<file path="src/rtl/psd_pkg.sv">
package psd_pkg;

  // Build constants of the decoder.
  localparam int ADDR_BITS   = 32;
  localparam int FIELD_BYTES = 8;

  // Field values may use at most this many bits.
  localparam int AW_BITS = (ADDR_BITS < 32) ? ADDR_BITS : 32;
  localparam logic [31:0] AW_MASK =
    (AW_BITS >= 32) ? 32'hFFFF_FFFF : 32'((64'd1 << AW_BITS) - 64'd1);
  localparam logic [2:0] LAST_FIELD_BYTE = 3'(FIELD_BYTES - 1);

  // Record type bytes.
  localparam logic [7:0] TYPE_COPY   = 8'h43;
  localparam logic [7:0] TYPE_INSERT = 8'h49;
  localparam logic [7:0] TYPE_REPEAT = 8'h52;

  // Result queue.
  localparam int QUEUE_DEPTH = 4;
  localparam int QPTR_W      = $clog2(QUEUE_DEPTH);
  localparam int QCNT_W      = QPTR_W + 1;

  // Configuration port: one 32-bit register, word index in paddr[2].
  localparam int PADDR_W = 3;
  localparam logic [PADDR_W-3:0] REG_OLD_SIZE = '0;

  typedef enum logic [3:0] {
    PH_HEADER,
    PH_TYPE,
    PH_C_DEST,
    PH_C_BEGIN,
    PH_C_END,
    PH_I_DEST,
    PH_I_LEN,
    PH_I_DATA,
    PH_R_DEST,
    PH_R_AMOUNT,
    PH_R_VALUE,
    PH_ERROR
  } phase_t;

  typedef enum logic [2:0] {
    CMD_WRITE,
    CMD_COPY,
    CMD_FILL,
    CMD_DONE,
    CMD_MALFORMED
  } cmd_kind_t;

  typedef struct packed {
    cmd_kind_t   command_kind;
    logic [31:0] dest_addr;
    logic [31:0] src_addr;
    logic [31:0] run_length;
    logic [7:0]  data_byte;
    logic [31:0] new_size;
    logic [31:0] record_count;
    logic        final_result;
  } psd_result_t;

  // What the parser hands to the result queue for one accepted byte.
  typedef struct packed {
    logic        cmd_v;
    cmd_kind_t   kind;
    logic [31:0] dest;
    logic [31:0] src;
    logic [31:0] room;
    logic [31:0] span_a;
    logic [31:0] span_b;
    logic [7:0]  data;
    logic        fin_v;
    logic        fin_done;
    logic [31:0] new_size;
    logic [31:0] record_count;
  } psd_event_t;

  function automatic logic [31:0] span(input logic [31:0] from, input logic [31:0] limit);
    span = (from < limit) ? (limit - from) : 32'd0;
  endfunction

endpackage

</file>
<file path="src/rtl/psd_if.sv">
interface psd_in_if;
  logic       valid;
  logic       ready;
  logic [7:0] patch_byte;
  logic       last_byte;

  modport source (output valid, output patch_byte, output last_byte, input ready);
  modport sink   (input valid, input patch_byte, input last_byte, output ready);
endinterface

interface psd_out_if;
  logic        valid;
  logic        ready;
  logic [2:0]  command_kind;
  logic [31:0] dest_addr;
  logic [31:0] src_addr;
  logic [31:0] run_length;
  logic [7:0]  data_byte;
  logic [31:0] new_size;
  logic [31:0] record_count;
  logic        final_result;

  modport source (output valid, output command_kind, output dest_addr, output src_addr,
                  output run_length, output data_byte, output new_size,
                  output record_count, output final_result, input ready);
  modport sink   (input valid, input command_kind, input dest_addr, input src_addr,
                  input run_length, input data_byte, input new_size,
                  input record_count, input final_result, output ready);
endinterface

</file>
<file path="src/rtl/psd_cfg_regs.sv">
module psd_cfg_regs (
  input  logic                       clk,
  input  logic                       rst_n,
  input  logic                       psel,
  input  logic                       penable,
  input  logic                       pwrite,
  input  logic [psd_pkg::PADDR_W-1:0] paddr,
  input  logic [31:0]                pwdata,
  output logic [31:0]                prdata,
  output logic                       pready,
  output logic [31:0]                old_size
);
  import psd_pkg::*;

  logic [31:0] old_size_r;
  logic        wr_en;
  logic        sel_old_size;

  assign sel_old_size = (paddr[PADDR_W-1:2] == REG_OLD_SIZE);
  assign wr_en        = psel && penable && pwrite;
  assign pready       = 1'b1;
  assign prdata       = sel_old_size ? old_size_r : 32'd0;
  assign old_size     = old_size_r;

  always_ff @(posedge clk) begin
    if (!rst_n) begin
      old_size_r <= 32'd0;
    end else if (wr_en && sel_old_size) begin
      old_size_r <= pwdata;
    end
  end

endmodule

</file>
<file path="src/rtl/psd_parser.sv">
module psd_parser (
  input  logic                clk,
  input  logic                rst_n,
  psd_in_if.sink              in_stream,
  input  logic [31:0]         old_size,
  input  logic                take,
  output psd_pkg::psd_event_t ev,
  output logic                ev_valid
);
  import psd_pkg::*;

  phase_t      phase_r, phase_nxt;
  logic [31:0] acc_r, acc_nxt;
  logic        ovf_r, ovf_nxt;
  logic [2:0]  bif_r, bif_nxt;
  logic [31:0] target_r, target_nxt;
  logic [31:0] dest_r, dest_nxt;
  logic [31:0] room_r, room_nxt;
  logic [31:0] second_r, second_nxt;
  logic [31:0] remain_r, remain_nxt;
  logic [31:0] records_r, records_nxt;

  psd_event_t  ev_r, ev_nxt;
  logic        ev_v_r;

  logic        accept;
  logic [7:0]  b;
  logic [63:0] wide;
  logic        fld_ovf;
  logic [31:0] fld_val;
  logic        fld_done;
  logic        feeding;

  assign in_stream.ready = take || !ev_v_r;
  assign accept          = in_stream.valid && in_stream.ready;
  assign b               = in_stream.patch_byte;
  assign ev              = ev_r;
  assign ev_valid        = ev_v_r;

  // Field assembly: each byte lands at its little-endian position; any bit
  // above the address width marks the field as too wide.
  assign wide     = 64'(b) << {bif_r, 3'b000};
  assign fld_ovf  = ovf_r | (|(wide >> AW_BITS));
  assign fld_val  = acc_r | (wide[31:0] & AW_MASK);
  assign fld_done = (bif_r == LAST_FIELD_BYTE);

  always_comb begin
    feeding = (phase_r == PH_HEADER) || (phase_r == PH_C_DEST) ||
              (phase_r == PH_C_BEGIN) || (phase_r == PH_C_END) ||
              (phase_r == PH_I_DEST) || (phase_r == PH_I_LEN) ||
              (phase_r == PH_R_DEST) || (phase_r == PH_R_AMOUNT);
  end

  always_comb begin
    phase_nxt   = phase_r;
    acc_nxt     = acc_r;
    ovf_nxt     = ovf_r;
    bif_nxt     = bif_r;
    target_nxt  = target_r;
    dest_nxt    = dest_r;
    room_nxt    = room_r;
    second_nxt  = second_r;
    remain_nxt  = remain_r;
    records_nxt = records_r;
    ev_nxt      = '0;
    ev_nxt.kind = CMD_WRITE;

    if (feeding) begin
      if (fld_done) begin
        acc_nxt = 32'd0;
        ovf_nxt = 1'b0;
        bif_nxt = 3'd0;
      end else begin
        acc_nxt = fld_val;
        ovf_nxt = fld_ovf;
        bif_nxt = bif_r + 3'd1;
      end
    end

    unique case (phase_r)
      PH_HEADER: begin
        if (fld_done) begin
          if (fld_ovf) begin
            phase_nxt = PH_ERROR;
          end else begin
            target_nxt = fld_val;
            phase_nxt  = PH_TYPE;
          end
        end
      end
      PH_TYPE: begin
        if (b == TYPE_COPY) begin
          phase_nxt = PH_C_DEST;
        end else if (b == TYPE_INSERT) begin
          phase_nxt = PH_I_DEST;
        end else if (b == TYPE_REPEAT) begin
          phase_nxt = PH_R_DEST;
        end else begin
          phase_nxt = PH_ERROR;
        end
      end
      PH_C_DEST, PH_I_DEST, PH_R_DEST: begin
        if (fld_done) begin
          if (fld_ovf) begin
            phase_nxt = PH_ERROR;
          end else begin
            dest_nxt = fld_val;
            // Bytes left before the new size, kept for clipping and for
            // dropping insert writes.
            room_nxt = span(fld_val, target_r);
            if (phase_r == PH_C_DEST) begin
              phase_nxt = PH_C_BEGIN;
            end else if (phase_r == PH_I_DEST) begin
              phase_nxt = PH_I_LEN;
            end else begin
              phase_nxt = PH_R_AMOUNT;
            end
          end
        end
      end
      PH_C_BEGIN, PH_R_AMOUNT: begin
        if (fld_done) begin
          if (fld_ovf) begin
            phase_nxt = PH_ERROR;
          end else begin
            second_nxt = fld_val;
            phase_nxt  = (phase_r == PH_C_BEGIN) ? PH_C_END : PH_R_VALUE;
          end
        end
      end
      PH_C_END: begin
        if (fld_done) begin
          if (fld_ovf) begin
            phase_nxt = PH_ERROR;
          end else begin
            ev_nxt.cmd_v  = 1'b1;
            ev_nxt.kind   = CMD_COPY;
            ev_nxt.dest   = dest_r;
            ev_nxt.src    = second_r;
            ev_nxt.room   = room_r;
            ev_nxt.span_a = span(second_r, fld_val);
            ev_nxt.span_b = span(second_r, old_size);
            records_nxt   = records_r + 32'd1;
            phase_nxt     = PH_TYPE;
          end
        end
      end
      PH_I_LEN: begin
        if (fld_done) begin
          if (fld_ovf) begin
            phase_nxt = PH_ERROR;
          end else begin
            remain_nxt = fld_val;
            if (fld_val == 32'd0) begin
              records_nxt = records_r + 32'd1;
              phase_nxt   = PH_TYPE;
            end else begin
              phase_nxt = PH_I_DATA;
            end
          end
        end
      end
      PH_I_DATA: begin
        // Once the room runs out the position no longer matters: every
        // later byte of the record is dropped.
        if (room_r != 32'd0) begin
          ev_nxt.cmd_v = 1'b1;
          ev_nxt.kind  = CMD_WRITE;
          ev_nxt.dest  = dest_r;
          ev_nxt.data  = b;
          dest_nxt     = dest_r + 32'd1;
          room_nxt     = room_r - 32'd1;
        end
        remain_nxt = remain_r - 32'd1;
        if (remain_r == 32'd1) begin
          records_nxt = records_r + 32'd1;
          phase_nxt   = PH_TYPE;
        end
      end
      PH_R_VALUE: begin
        ev_nxt.cmd_v  = 1'b1;
        ev_nxt.kind   = CMD_FILL;
        ev_nxt.dest   = dest_r;
        ev_nxt.data   = b;
        ev_nxt.room   = room_r;
        ev_nxt.span_a = second_r;
        ev_nxt.span_b = 32'hFFFF_FFFF;
        records_nxt   = records_r + 32'd1;
        phase_nxt     = PH_TYPE;
      end
      PH_ERROR: begin
      end
      default: begin
        phase_nxt = PH_ERROR;
      end
    endcase

    if (in_stream.last_byte) begin
      ev_nxt.fin_v        = 1'b1;
      ev_nxt.fin_done     = (phase_nxt == PH_TYPE);
      ev_nxt.new_size     = (phase_nxt == PH_TYPE) ? target_nxt : 32'd0;
      ev_nxt.record_count = records_nxt;
      phase_nxt   = PH_HEADER;
      acc_nxt     = 32'd0;
      ovf_nxt     = 1'b0;
      bif_nxt     = 3'd0;
      target_nxt  = 32'd0;
      dest_nxt    = 32'd0;
      room_nxt    = 32'd0;
      second_nxt  = 32'd0;
      remain_nxt  = 32'd0;
      records_nxt = 32'd0;
    end
  end

  always_ff @(posedge clk) begin
    if (!rst_n) begin
      phase_r   <= PH_HEADER;
      acc_r     <= 32'd0;
      ovf_r     <= 1'b0;
      bif_r     <= 3'd0;
      target_r  <= 32'd0;
      dest_r    <= 32'd0;
      room_r    <= 32'd0;
      second_r  <= 32'd0;
      remain_r  <= 32'd0;
      records_r <= 32'd0;
    end else if (accept) begin
      phase_r   <= phase_nxt;
      acc_r     <= acc_nxt;
      ovf_r     <= ovf_nxt;
      bif_r     <= bif_nxt;
      target_r  <= target_nxt;
      dest_r    <= dest_nxt;
      room_r    <= room_nxt;
      second_r  <= second_nxt;
      remain_r  <= remain_nxt;
      records_r <= records_nxt;
    end
  end

  always_ff @(posedge clk) begin
    if (!rst_n) begin
      ev_v_r <= 1'b0;
    end else if (in_stream.ready) begin
      ev_v_r <= accept;
    end
  end

  always_ff @(posedge clk) begin
    if (in_stream.ready) begin
      ev_r <= ev_nxt;
    end
  end

endmodule

</file>
<file path="src/rtl/psd_out_queue.sv">
module psd_out_queue (
  input  logic                clk,
  input  logic                rst_n,
  input  psd_pkg::psd_event_t ev,
  input  logic                ev_valid,
  output logic                take,
  psd_out_if.source           out_stream
);
  import psd_pkg::*;

  psd_result_t             mem_r [QUEUE_DEPTH];
  logic [QPTR_W-1:0]       wp_r, rp_r;
  logic [QCNT_W-1:0]       count_r, count_nxt;

  psd_result_t             cmd_res, fin_res, head;
  logic [31:0]             min_ab, run;
  logic                    push, pop;
  logic [QCNT_W-1:0]       n_push;
  logic [QPTR_W-1:0]       wp_fin;

  // Clipped run: the smallest of the destination room and both source
  // limits. Writes carry zero room, fills an open second limit.
  assign min_ab = (ev.span_a < ev.span_b) ? ev.span_a : ev.span_b;
  assign run    = (ev.room < min_ab) ? ev.room : min_ab;

  always_comb begin
    cmd_res              = '0;
    cmd_res.command_kind = ev.kind;
    cmd_res.dest_addr    = ev.dest;
    cmd_res.src_addr     = ev.src;
    cmd_res.run_length   = run;
    cmd_res.data_byte    = ev.data;

    fin_res              = '0;
    fin_res.command_kind = ev.fin_done ? CMD_DONE : CMD_MALFORMED;
    fin_res.new_size     = ev.new_size;
    fin_res.record_count = ev.record_count;
    fin_res.final_result = 1'b1;
  end

  // Room for two entries is checked on the registered count alone, so the
  // input side never waits on the output handshake combinationally.
  assign take   = (count_r <= QCNT_W'(QUEUE_DEPTH - 2));
  assign push   = ev_valid && take;
  assign pop    = out_stream.valid && out_stream.ready;
  assign n_push = push ? (QCNT_W'(ev.cmd_v) + QCNT_W'(ev.fin_v)) : '0;
  assign wp_fin = wp_r + QPTR_W'(ev.cmd_v);

  assign count_nxt = count_r + n_push - QCNT_W'(pop);

  always_ff @(posedge clk) begin
    if (!rst_n) begin
      wp_r    <= '0;
      rp_r    <= '0;
      count_r <= '0;
    end else begin
      wp_r    <= wp_r + n_push[QPTR_W-1:0];
      rp_r    <= rp_r + QPTR_W'(pop);
      count_r <= count_nxt;
    end
  end

  always_ff @(posedge clk) begin
    if (push && ev.cmd_v) begin
      mem_r[wp_r] <= cmd_res;
    end
    if (push && ev.fin_v) begin
      mem_r[wp_fin] <= fin_res;
    end
  end

  assign head = mem_r[rp_r];

  assign out_stream.valid        = (count_r != '0);
  assign out_stream.command_kind = head.command_kind;
  assign out_stream.dest_addr    = head.dest_addr;
  assign out_stream.src_addr     = head.src_addr;
  assign out_stream.run_length   = head.run_length;
  assign out_stream.data_byte    = head.data_byte;
  assign out_stream.new_size     = head.new_size;
  assign out_stream.record_count = head.record_count;
  assign out_stream.final_result = head.final_result;

endmodule

</file>
<file path="src/rtl/patch_stream_command_decoder.sv">
// Channel      Role    Moves per transaction
// in_stream    sink    patch_byte, last_byte
// out_stream   source  command_kind, dest_addr, src_addr, run_length, data_byte,
//                      new_size, record_count, final_result
// psel/paddr   APB     old_size at byte address 0, write and read back
//
// One patch byte is accepted every cycle while in_stream.ready is high; its results
// are registered and queued and leave one per cycle while out_stream.ready is high.
// A last byte may produce two results; the four-entry result queue absorbs them.
// in_stream.ready drops only while the queue holds more than two results.
// rst_n is synchronous and returns the parser to the header and old_size to zero.
module patch_stream_command_decoder (
  input  logic                        clk,
  input  logic                        rst_n,
  psd_in_if.sink                      in_stream,
  psd_out_if.source                   out_stream,
  input  logic                        psel,
  input  logic                        penable,
  input  logic                        pwrite,
  input  logic [psd_pkg::PADDR_W-1:0] paddr,
  input  logic [31:0]                 pwdata,
  output logic [31:0]                 prdata,
  output logic                        pready
);
  import psd_pkg::*;

  logic [31:0] old_size;
  psd_event_t  ev;
  logic        ev_valid;
  logic        take;

  psd_cfg_regs u_cfg (
    .clk      (clk),
    .rst_n    (rst_n),
    .psel     (psel),
    .penable  (penable),
    .pwrite   (pwrite),
    .paddr    (paddr),
    .pwdata   (pwdata),
    .prdata   (prdata),
    .pready   (pready),
    .old_size (old_size)
  );

  psd_parser u_parser (
    .clk       (clk),
    .rst_n     (rst_n),
    .in_stream (in_stream),
    .old_size  (old_size),
    .take      (take),
    .ev        (ev),
    .ev_valid  (ev_valid)
  );

  psd_out_queue u_queue (
    .clk        (clk),
    .rst_n      (rst_n),
    .ev         (ev),
    .ev_valid   (ev_valid),
    .take       (take),
    .out_stream (out_stream)
  );

endmodule

</file>
<file path="src/flat_wrapper.sv">
// flat-port wrapper written by rule: the top's interface ports become plain ports
module patch_stream_command_decoder_flat import psd_pkg::*;
  (clk, rst_n, psel, penable, pwrite, paddr, pwdata, prdata, pready, in_stream_valid, in_stream_patch_byte, in_stream_last_byte, in_stream_ready, out_stream_valid, out_stream_command_kind, out_stream_dest_addr, out_stream_src_addr, out_stream_run_length, out_stream_data_byte, out_stream_new_size, out_stream_record_count, out_stream_final_result, out_stream_ready);
  psd_in_if in_stream_i ();
  psd_out_if out_stream_i ();
  input  logic clk;
  input  logic rst_n;
  input  logic psel;
  input  logic penable;
  input  logic pwrite;
  input  logic [psd_pkg::PADDR_W-1:0] paddr;
  input  logic [31:0] pwdata;
  output logic [31:0] prdata;
  output logic pready;
  input wire logic [$bits(in_stream_i.valid)-1:0] in_stream_valid;
  input wire logic [$bits(in_stream_i.patch_byte)-1:0] in_stream_patch_byte;
  input wire logic [$bits(in_stream_i.last_byte)-1:0] in_stream_last_byte;
  output wire logic [$bits(in_stream_i.ready)-1:0] in_stream_ready;
  output wire logic [$bits(out_stream_i.valid)-1:0] out_stream_valid;
  output wire logic [$bits(out_stream_i.command_kind)-1:0] out_stream_command_kind;
  output wire logic [$bits(out_stream_i.dest_addr)-1:0] out_stream_dest_addr;
  output wire logic [$bits(out_stream_i.src_addr)-1:0] out_stream_src_addr;
  output wire logic [$bits(out_stream_i.run_length)-1:0] out_stream_run_length;
  output wire logic [$bits(out_stream_i.data_byte)-1:0] out_stream_data_byte;
  output wire logic [$bits(out_stream_i.new_size)-1:0] out_stream_new_size;
  output wire logic [$bits(out_stream_i.record_count)-1:0] out_stream_record_count;
  output wire logic [$bits(out_stream_i.final_result)-1:0] out_stream_final_result;
  input wire logic [$bits(out_stream_i.ready)-1:0] out_stream_ready;
  assign in_stream_i.valid = in_stream_valid;
  assign in_stream_i.patch_byte = in_stream_patch_byte;
  assign in_stream_i.last_byte = in_stream_last_byte;
  assign in_stream_ready = in_stream_i.ready;
  assign out_stream_valid = out_stream_i.valid;
  assign out_stream_command_kind = out_stream_i.command_kind;
  assign out_stream_dest_addr = out_stream_i.dest_addr;
  assign out_stream_src_addr = out_stream_i.src_addr;
  assign out_stream_run_length = out_stream_i.run_length;
  assign out_stream_data_byte = out_stream_i.data_byte;
  assign out_stream_new_size = out_stream_i.new_size;
  assign out_stream_record_count = out_stream_i.record_count;
  assign out_stream_final_result = out_stream_i.final_result;
  assign out_stream_i.ready = out_stream_ready;
  patch_stream_command_decoder u_core (.clk(clk), .rst_n(rst_n), .in_stream(in_stream_i), .out_stream(out_stream_i), .psel(psel), .penable(penable), .pwrite(pwrite), .paddr(paddr), .pwdata(pwdata), .prdata(prdata), .pready(pready));
endmodule
</file>
<file path="config.mk">
export PLATFORM = sky130hd
export DESIGN_NAME = patch_stream_command_decoder_flat
export DESIGN_NICKNAME = d
export VERILOG_FILES = /design/src/rtl/psd_pkg.sv /design/src/rtl/psd_if.sv /design/src/rtl/psd_cfg_regs.sv /design/src/rtl/psd_parser.sv /design/src/rtl/psd_out_queue.sv /design/src/rtl/patch_stream_command_decoder.sv /design/src/flat_wrapper.sv
export SDC_FILE = /design/constraint.sdc
export NUM_CORES = 2
export LEC_CHECK = 0
export BUFFER_PORTS_ARGS = -buffer_cell sky130_fd_sc_hd__buf_4
export CORE_UTILIZATION = 45
export DETAILED_ROUTE_END_ITERATION = 10
export GPL_ROUTABILITY_DRIVEN = 0
export PLACE_DENSITY = 0.72
export SLEW_MARGIN = 20
export SYNTH_ARGS = -nofsm -noshare
export SYNTH_HDL_FRONTEND = slang
export SYNTH_SLANG_ARGS = --single-unit
</file>
<file path="constraint.sdc">
create_clock -name clk -period 9.34 [get_ports clk]
set_clock_uncertainty 0.2 [all_clocks]
set_input_delay 0.934 -clock clk [delete_from_list [all_inputs] [get_ports clk]]
set_output_delay 0.934 -clock clk [all_outputs]
set_load 0.02 [all_outputs]
</file>
-- Yosys cells after proc, flatten, opt, wreduce, memory -nomap -nowiden
Memories as Yosys holds them, arrays and structs flattened. A register that Yosys moved wholly into a read port is not among the register bits.
Cells that the tools add are included.
- flip-flop bits (word level): 510
- bits in writable memories: 688
- input bits: 51
- output and inout bits: 207
- word-level logic and storage cells: 188
- memories: 1
- add/subtract/negate cells: 14
- $lt $le $gt $ge: 6
- eq/ne operators: 23
- shift-type cells: 1
- mux-type cells: 75
- bitwise gates (word level): 5
- reduce and logical (&&, ||, !) cells: 36
- memories (name ; depth ; width ; rd ports ; clocked after memory_dff ; wr ports ; line ; text):
    u_core.u_queue.mem_r ; 4 ; 172 ; 1 ; 1 ; 2 ; psd_out_queue.sv:11 ; psd_result_t mem_r [QUEUE_DEPTH];
- operator list (operator ; number):
    two-way mux 32 bit ; 32
    two-way mux 164 bit ; 2
    case mux 32 bit (2 select lines) ; 3
    case mux 96 bit (2 select lines) ; 1
    less-than comparator 32 bit ; 5
    case mux 32 bit (4 select lines) ; 1
    case mux 36 bit (3 select lines) ; 1
    subtractor 32 bit ; 3
    two-way mux 66 bit ; 1
    adder 32 x 1 -> 32 bit, second input constant ; 2
    << shifter 8 x 6 -> 64 bit ; 1
    subtractor 32 x 1 -> 32 bit, second input constant ; 2
    two-way mux 4 bit ; 15
    two-way mux 36 bit ; 1
    equality test 32 x 1 -> 1 bit, second input constant ; 1
    zero test 32 bit ; 1
    bitwise OR 32 bit ; 1
    case mux 4 bit (8 select lines) ; 1
    nonzero test 32 bit ; 1
    OR reduction 32 bit ; 1
    equality test 8 x 7 -> 1 bit, second input constant ; 3
    equality test 4 x 3 -> 1 bit, second input constant ; 4
    equality test 4 bit, second input constant ; 4
    case mux 8 bit (2 select lines) ; 1
    other kinds (29) ; 72

-- Logic depth before layout (Yosys ltp)
- depth in word-level cells: 10
- mapped depth: 25
- depth with buffers taken out: 22

-- By module
Synthesis repeated with hierarchy kept, for this count alone.
- cells, all modules: 6190
- area total of the unflattened synthesis: 60784.5 um^2
- by module, submodules not included (module ; instances ; cells each ; area each (um^2) ; sequential area each (um^2)):
    psd_out_queue ; 1 ; 3051 ; 32708.9 ; 16595.9
    psd_parser ; 1 ; 2962 ; 26538.0 ; 11781.3
    psd_cfg_regs ; 1 ; 177 ; 1537.7 ; 640.6

-- Least setup slack after synthesis
No wires, ideal clock.
- kind: register -> register
- start point: reg u_core.u_queue.count_r[0]
- end point: reg u_core.u_parser.ovf_r
- library setup time: 0.070 ns
- arrival time: 8.383 ns
- data required time: 9.070 ns
- path slack: 0.687 ns
- cell stages (with the launch flop): 10
- buffers on the path: 2
- period minus slack after synthesis: 8.653 ns
- path through: dfxtp_1 a21oi_1 nand2b_1 and2_1 clkbuf_1 nand2_1 nor3_1 clkbuf_1 nand3_1 a21oi_1
- longest elaborated chain between the ends: 4
- RTL lines (item ; line ; text):
    from (decl) ; psd_out_queue.sv:13 ; logic [QCNT_W-1:0] count_r, count_nxt;
    from (signal assigned) ; psd_out_queue.sv:59 ; count_r <= count_nxt;
    <= comparator 3 x 2 -> 1 bit ; psd_out_queue.sv:43 ; assign take = (count_r <= QCNT_W'(QUEUE_DEPTH - 2));
    logical OR 1 bit ; psd_parser.sv:34 ; assign in_stream.ready = take || !ev_v_r;
    net in_stream_ready ; flat_wrapper.sv:18 ; output wire logic [$bits(in_stream_i.ready)-1:0] in_stream_ready;
    logical AND 1 bit ; psd_parser.sv:35 ; assign accept = in_stream.valid && in_stream.ready;
    AND reduction 2 bit (no source line) ; n/a ;
    to (signal assigned) ; psd_parser.sv:231 ; ovf_r <= ovf_nxt;
    to (decl) ; psd_parser.sv:14 ; logic ovf_r, ovf_nxt;
The timed path passes the listed nets, and every way through them passes these cells.
A chain may end at the register's enable or synchronous reset.

==> results.json <==
{
  "yosysTopAreaCellShare": 0.255,
  "coreArea_sq_um": 130000,
  "use_met1": 0.361,
  "whs_path_depth": 3,
  "diodes": 0,
  "setup.worst_path.class": "reg -> reg",
  "antenna_found_initial": 15,
  "peakVddDrop_uv": 477,
  "clkPwrFrac": 0.348,
  "tritoncts": "built",
  "synthXorXnorAreaFrac": 0.0203,
  "async_reset_ff_frac": 0,
  "yosys-top-cells-area": "edfxtp_1 26%, dfxtp_1 23%, nand2_1 6.6%",
  "intPower_mw": 9.68,
  "die_area_sq_um": 134000,
  "worst_hold_slack_ns": 0.204,
  "gr-total-overflow": 0,
  "synth_area_sq_um": 59400,
  "ios": 258,
  "drv_cap": 0,
  "synthSimpleGateAreaFrac": 0.195,
  "syn_avg_cell_area_sq_um": 9.46,
  "portBuffers": 254,
  "die_h_um": 365,
  "drt-initial-drc-count": 6763,
  "tightest_slew_ns": 1.17,
  "drc": 1,
  "yosys.area.top_type": "edfxtp_1",
  "stdcell_count": 8146,
  "combPwrFrac": 0.236,
  "cts.path.max_buffers": 3,
  "finalCritPeriodShare": 0.724,
  "first_global_vias": 46388,
  "grt_max_degree": 149,
  "cts_post_setup_buffers_inserted": 0,
  "cts.sinks": 1197,
  "critPathLaunchType": "register",
  "areaGrowthSynthToFinish_pct": 12.4,
  "drive_gt1_frac": 0.124,
  "ctsResizeCount": 0,
  "top_register": "u_core.u_queue.mem_r",
  "ys.flop_type": "dfxtp_1",
  "synth_cells": 6284,
  "clk_latency_ns": 0.79,
  "cts_max_level": 3,
  "seqPwrFrac": 0.416,
  "sw_frac_of_total": 0.326,
  "final_cell_mix": "1033 x nand2_1, 690 x dfxtp_1, 603 x a21oi_1, 540 x nor2_1, 505 x edfxtp_1",
  "busiest_layer": "met2",
  "drv_slew": 0,
  "vias": 49805,
  "via_per_inst": 6.11,
  "start_util": 0.456,
  "synth_compound_area_frac": 0.148,
  "post-dp-hpwl_mm": 121,
  "clock-root-buffer": "clkbuf_16",
  "layout_min_cycle_time_ns": 6.76,
  "power_leakage_nw": 24.3,
  "rsz0062_at_grt": "no",
  "grt_pass1_wl_mm": 279,
  "slew_headroom": 0.216,
  "cp-end-kind": "register",
  "grt_use_met3": 0.0620,
  "synth_cell_types": 88,
  "synth_top_family_by_area": "simple AND/OR/NAND/NOR gates",
  "core.rowCount": 132,
  "synth_fa_ha_area_frac": 0.0379,
  "setup_tns_ns": 0,
  "cts_hold_buffers": 0,
  "p_per_area_nw_per_um2": 215,
  "synth_warnings": 0,
  "ys_seq_elements": 1197,
  "cp_max_fo": 80,
  "p_sw_mw": 4.68,
  "firstDrtPassIters": 11,
  "synth.area.mux_share": 0.0714,
  "largest_reg_flops": 688,
  "cts_buffers": 121,
  "reg2reg_depth": 22,
  "setup_violations": 0,
  "die_w_um": 365,
  "outcome": "finished with violations",
  "nets": 6525,
  "wl_per_cell_um": 22.9,
  "drtAntennaViolNets": 0,
  "layout_commonest_cell": "nand2_1",
  "gr-usage-met2": 0.418,
  "synth-edff-count": 505,
  "hold_viol_final": 0,
  "seq_area_frac_synth": 0.488,
  "synth_nets": 6512,
  "fmax_mhz": 148,
  "hold_path_class": "in -> reg",
  "grtUsageTotal": 0.271,
  "arrival_ns": 7.21,
  "dp_cells": 7916,
  "clk_pin_slew_ns": 0.07,
  "finalPower_mw": 14.4,
  "violations": "design-rule violations",
  "wl_mm": 186,
  "worst_ep_required_time_ns": 9.79
}
metal layers:
| layer | up-vias | wire, um | share of wire |
|---|---|---|---|
| li1 | 22413 | - | - |
| met1 | 24095 | 74100 | 0.40 |
| met2 | 2786 | 83800 | 0.45 |
| met5 | - | 130 | 0.00070 |
| met4 | 20 | 8470 | 0.045 |
| met3 | 491 | 19900 | 0.11 |
critical path, cell delays in order (launching register included):
cell and delay, ns:
edfxtp_1 0.41, ha_1 0.32, a21o_1 0.17, a21oi_1 0.16, nor2b_1 0.06, o21ai_0 0.14, a21oi_1 0.09, a2111oi_0 0.44
buf_4 0.21, nand2_1 0.21, buf_4 0.37, mux2i_1 0.65, ha_1 0.23, nand4_1 0.21, nor4_1 0.54, nand3_1 0.21
nor2_1 0.14, nor3_1 0.09, o2111ai_4 0.10, buf_4 0.50, buf_4 0.79, nand3_1 0.18, o211ai_1 0.15
cell type report:
type | count | area, sq um
repair buffers | 328 | 2520
flip-flops and latches | 1197 | 29000
clock inverters | 47 | 616
clock buffers | 183 | 3480
inverters | 163 | 617
multi-input cells | 4486 | 28400
fillers | 11534 | 63500
well taps | 1742 | 2180
stage by stage:
stage	area, sq um	setup WS (ns)	utilization
2_1_floorplan	59400	0.687	-
3_3_place_gp	62700	2.92	0.481
3_5_place_dp	62700	2.80	0.481
4_1_cts	66800	2.76	0.513
5_1_grt	66800	2.25	0.513
6_report	66800	2.58	0.513
path summary, 6_finish.rpt:
kind                            slack, ns                  startpoint                           to
worst max-delay path                 2.58     u_core.u_parser.ev[131]  u_core.u_queue.mem_r[0][77]
worst min-delay path                 0.20                  pwdata[31]    u_core.u_cfg.old_size[31]
worst max register to register       2.58     u_core.u_parser.ev[131]  u_core.u_queue.mem_r[0][77]
worst min register to register       0.25  u_core.u_queue.mem_r[2][0]   u_core.u_queue.mem_r[2][0]
cell families (layout without fill, tap and decap cells):
group                      Yosys count  in the layout
muxes                              209            209
xor gates and xnor gates           138            138
adders and majority gates          178            178
and+or+nand+nor                   2525           2525
other                                1              1
buffers and inverters              601            721
DFF                               1197           1197
AOI/OAI and AO/OA                 1435           1435
synthesized netlist by cell type (all sizes together) (52+ instances only):
library cell	n
nand2	1038
dfxtp	692
a21oi	604
nor2	556
edfxtp	505
clkbuf	357
and2	344
o21ai	221
nand3	189
ha	173
mux4	172
inv	163
o211ai	137
nor3	114
a21o	89
a22oi	81
buf	81
xnor2	75
xor2	63
a211oi	53
nor2b	52
power by group through the flow:
stage / Clock [mW] / Combinational, mW / Sequential, mW
floorplan: 0 / 2.36 / 5.99
CTS: 5.03 / 3.35 / 5.97
finish: 4.99 / 3.39 / 5.98
global route: 5.24 / 3.60 / 6.01
detailed placement: 0 / 3.34 / 6.08
global placement: 0 / 3.31 / 6.07
Power figures use the tool's default switching activity.
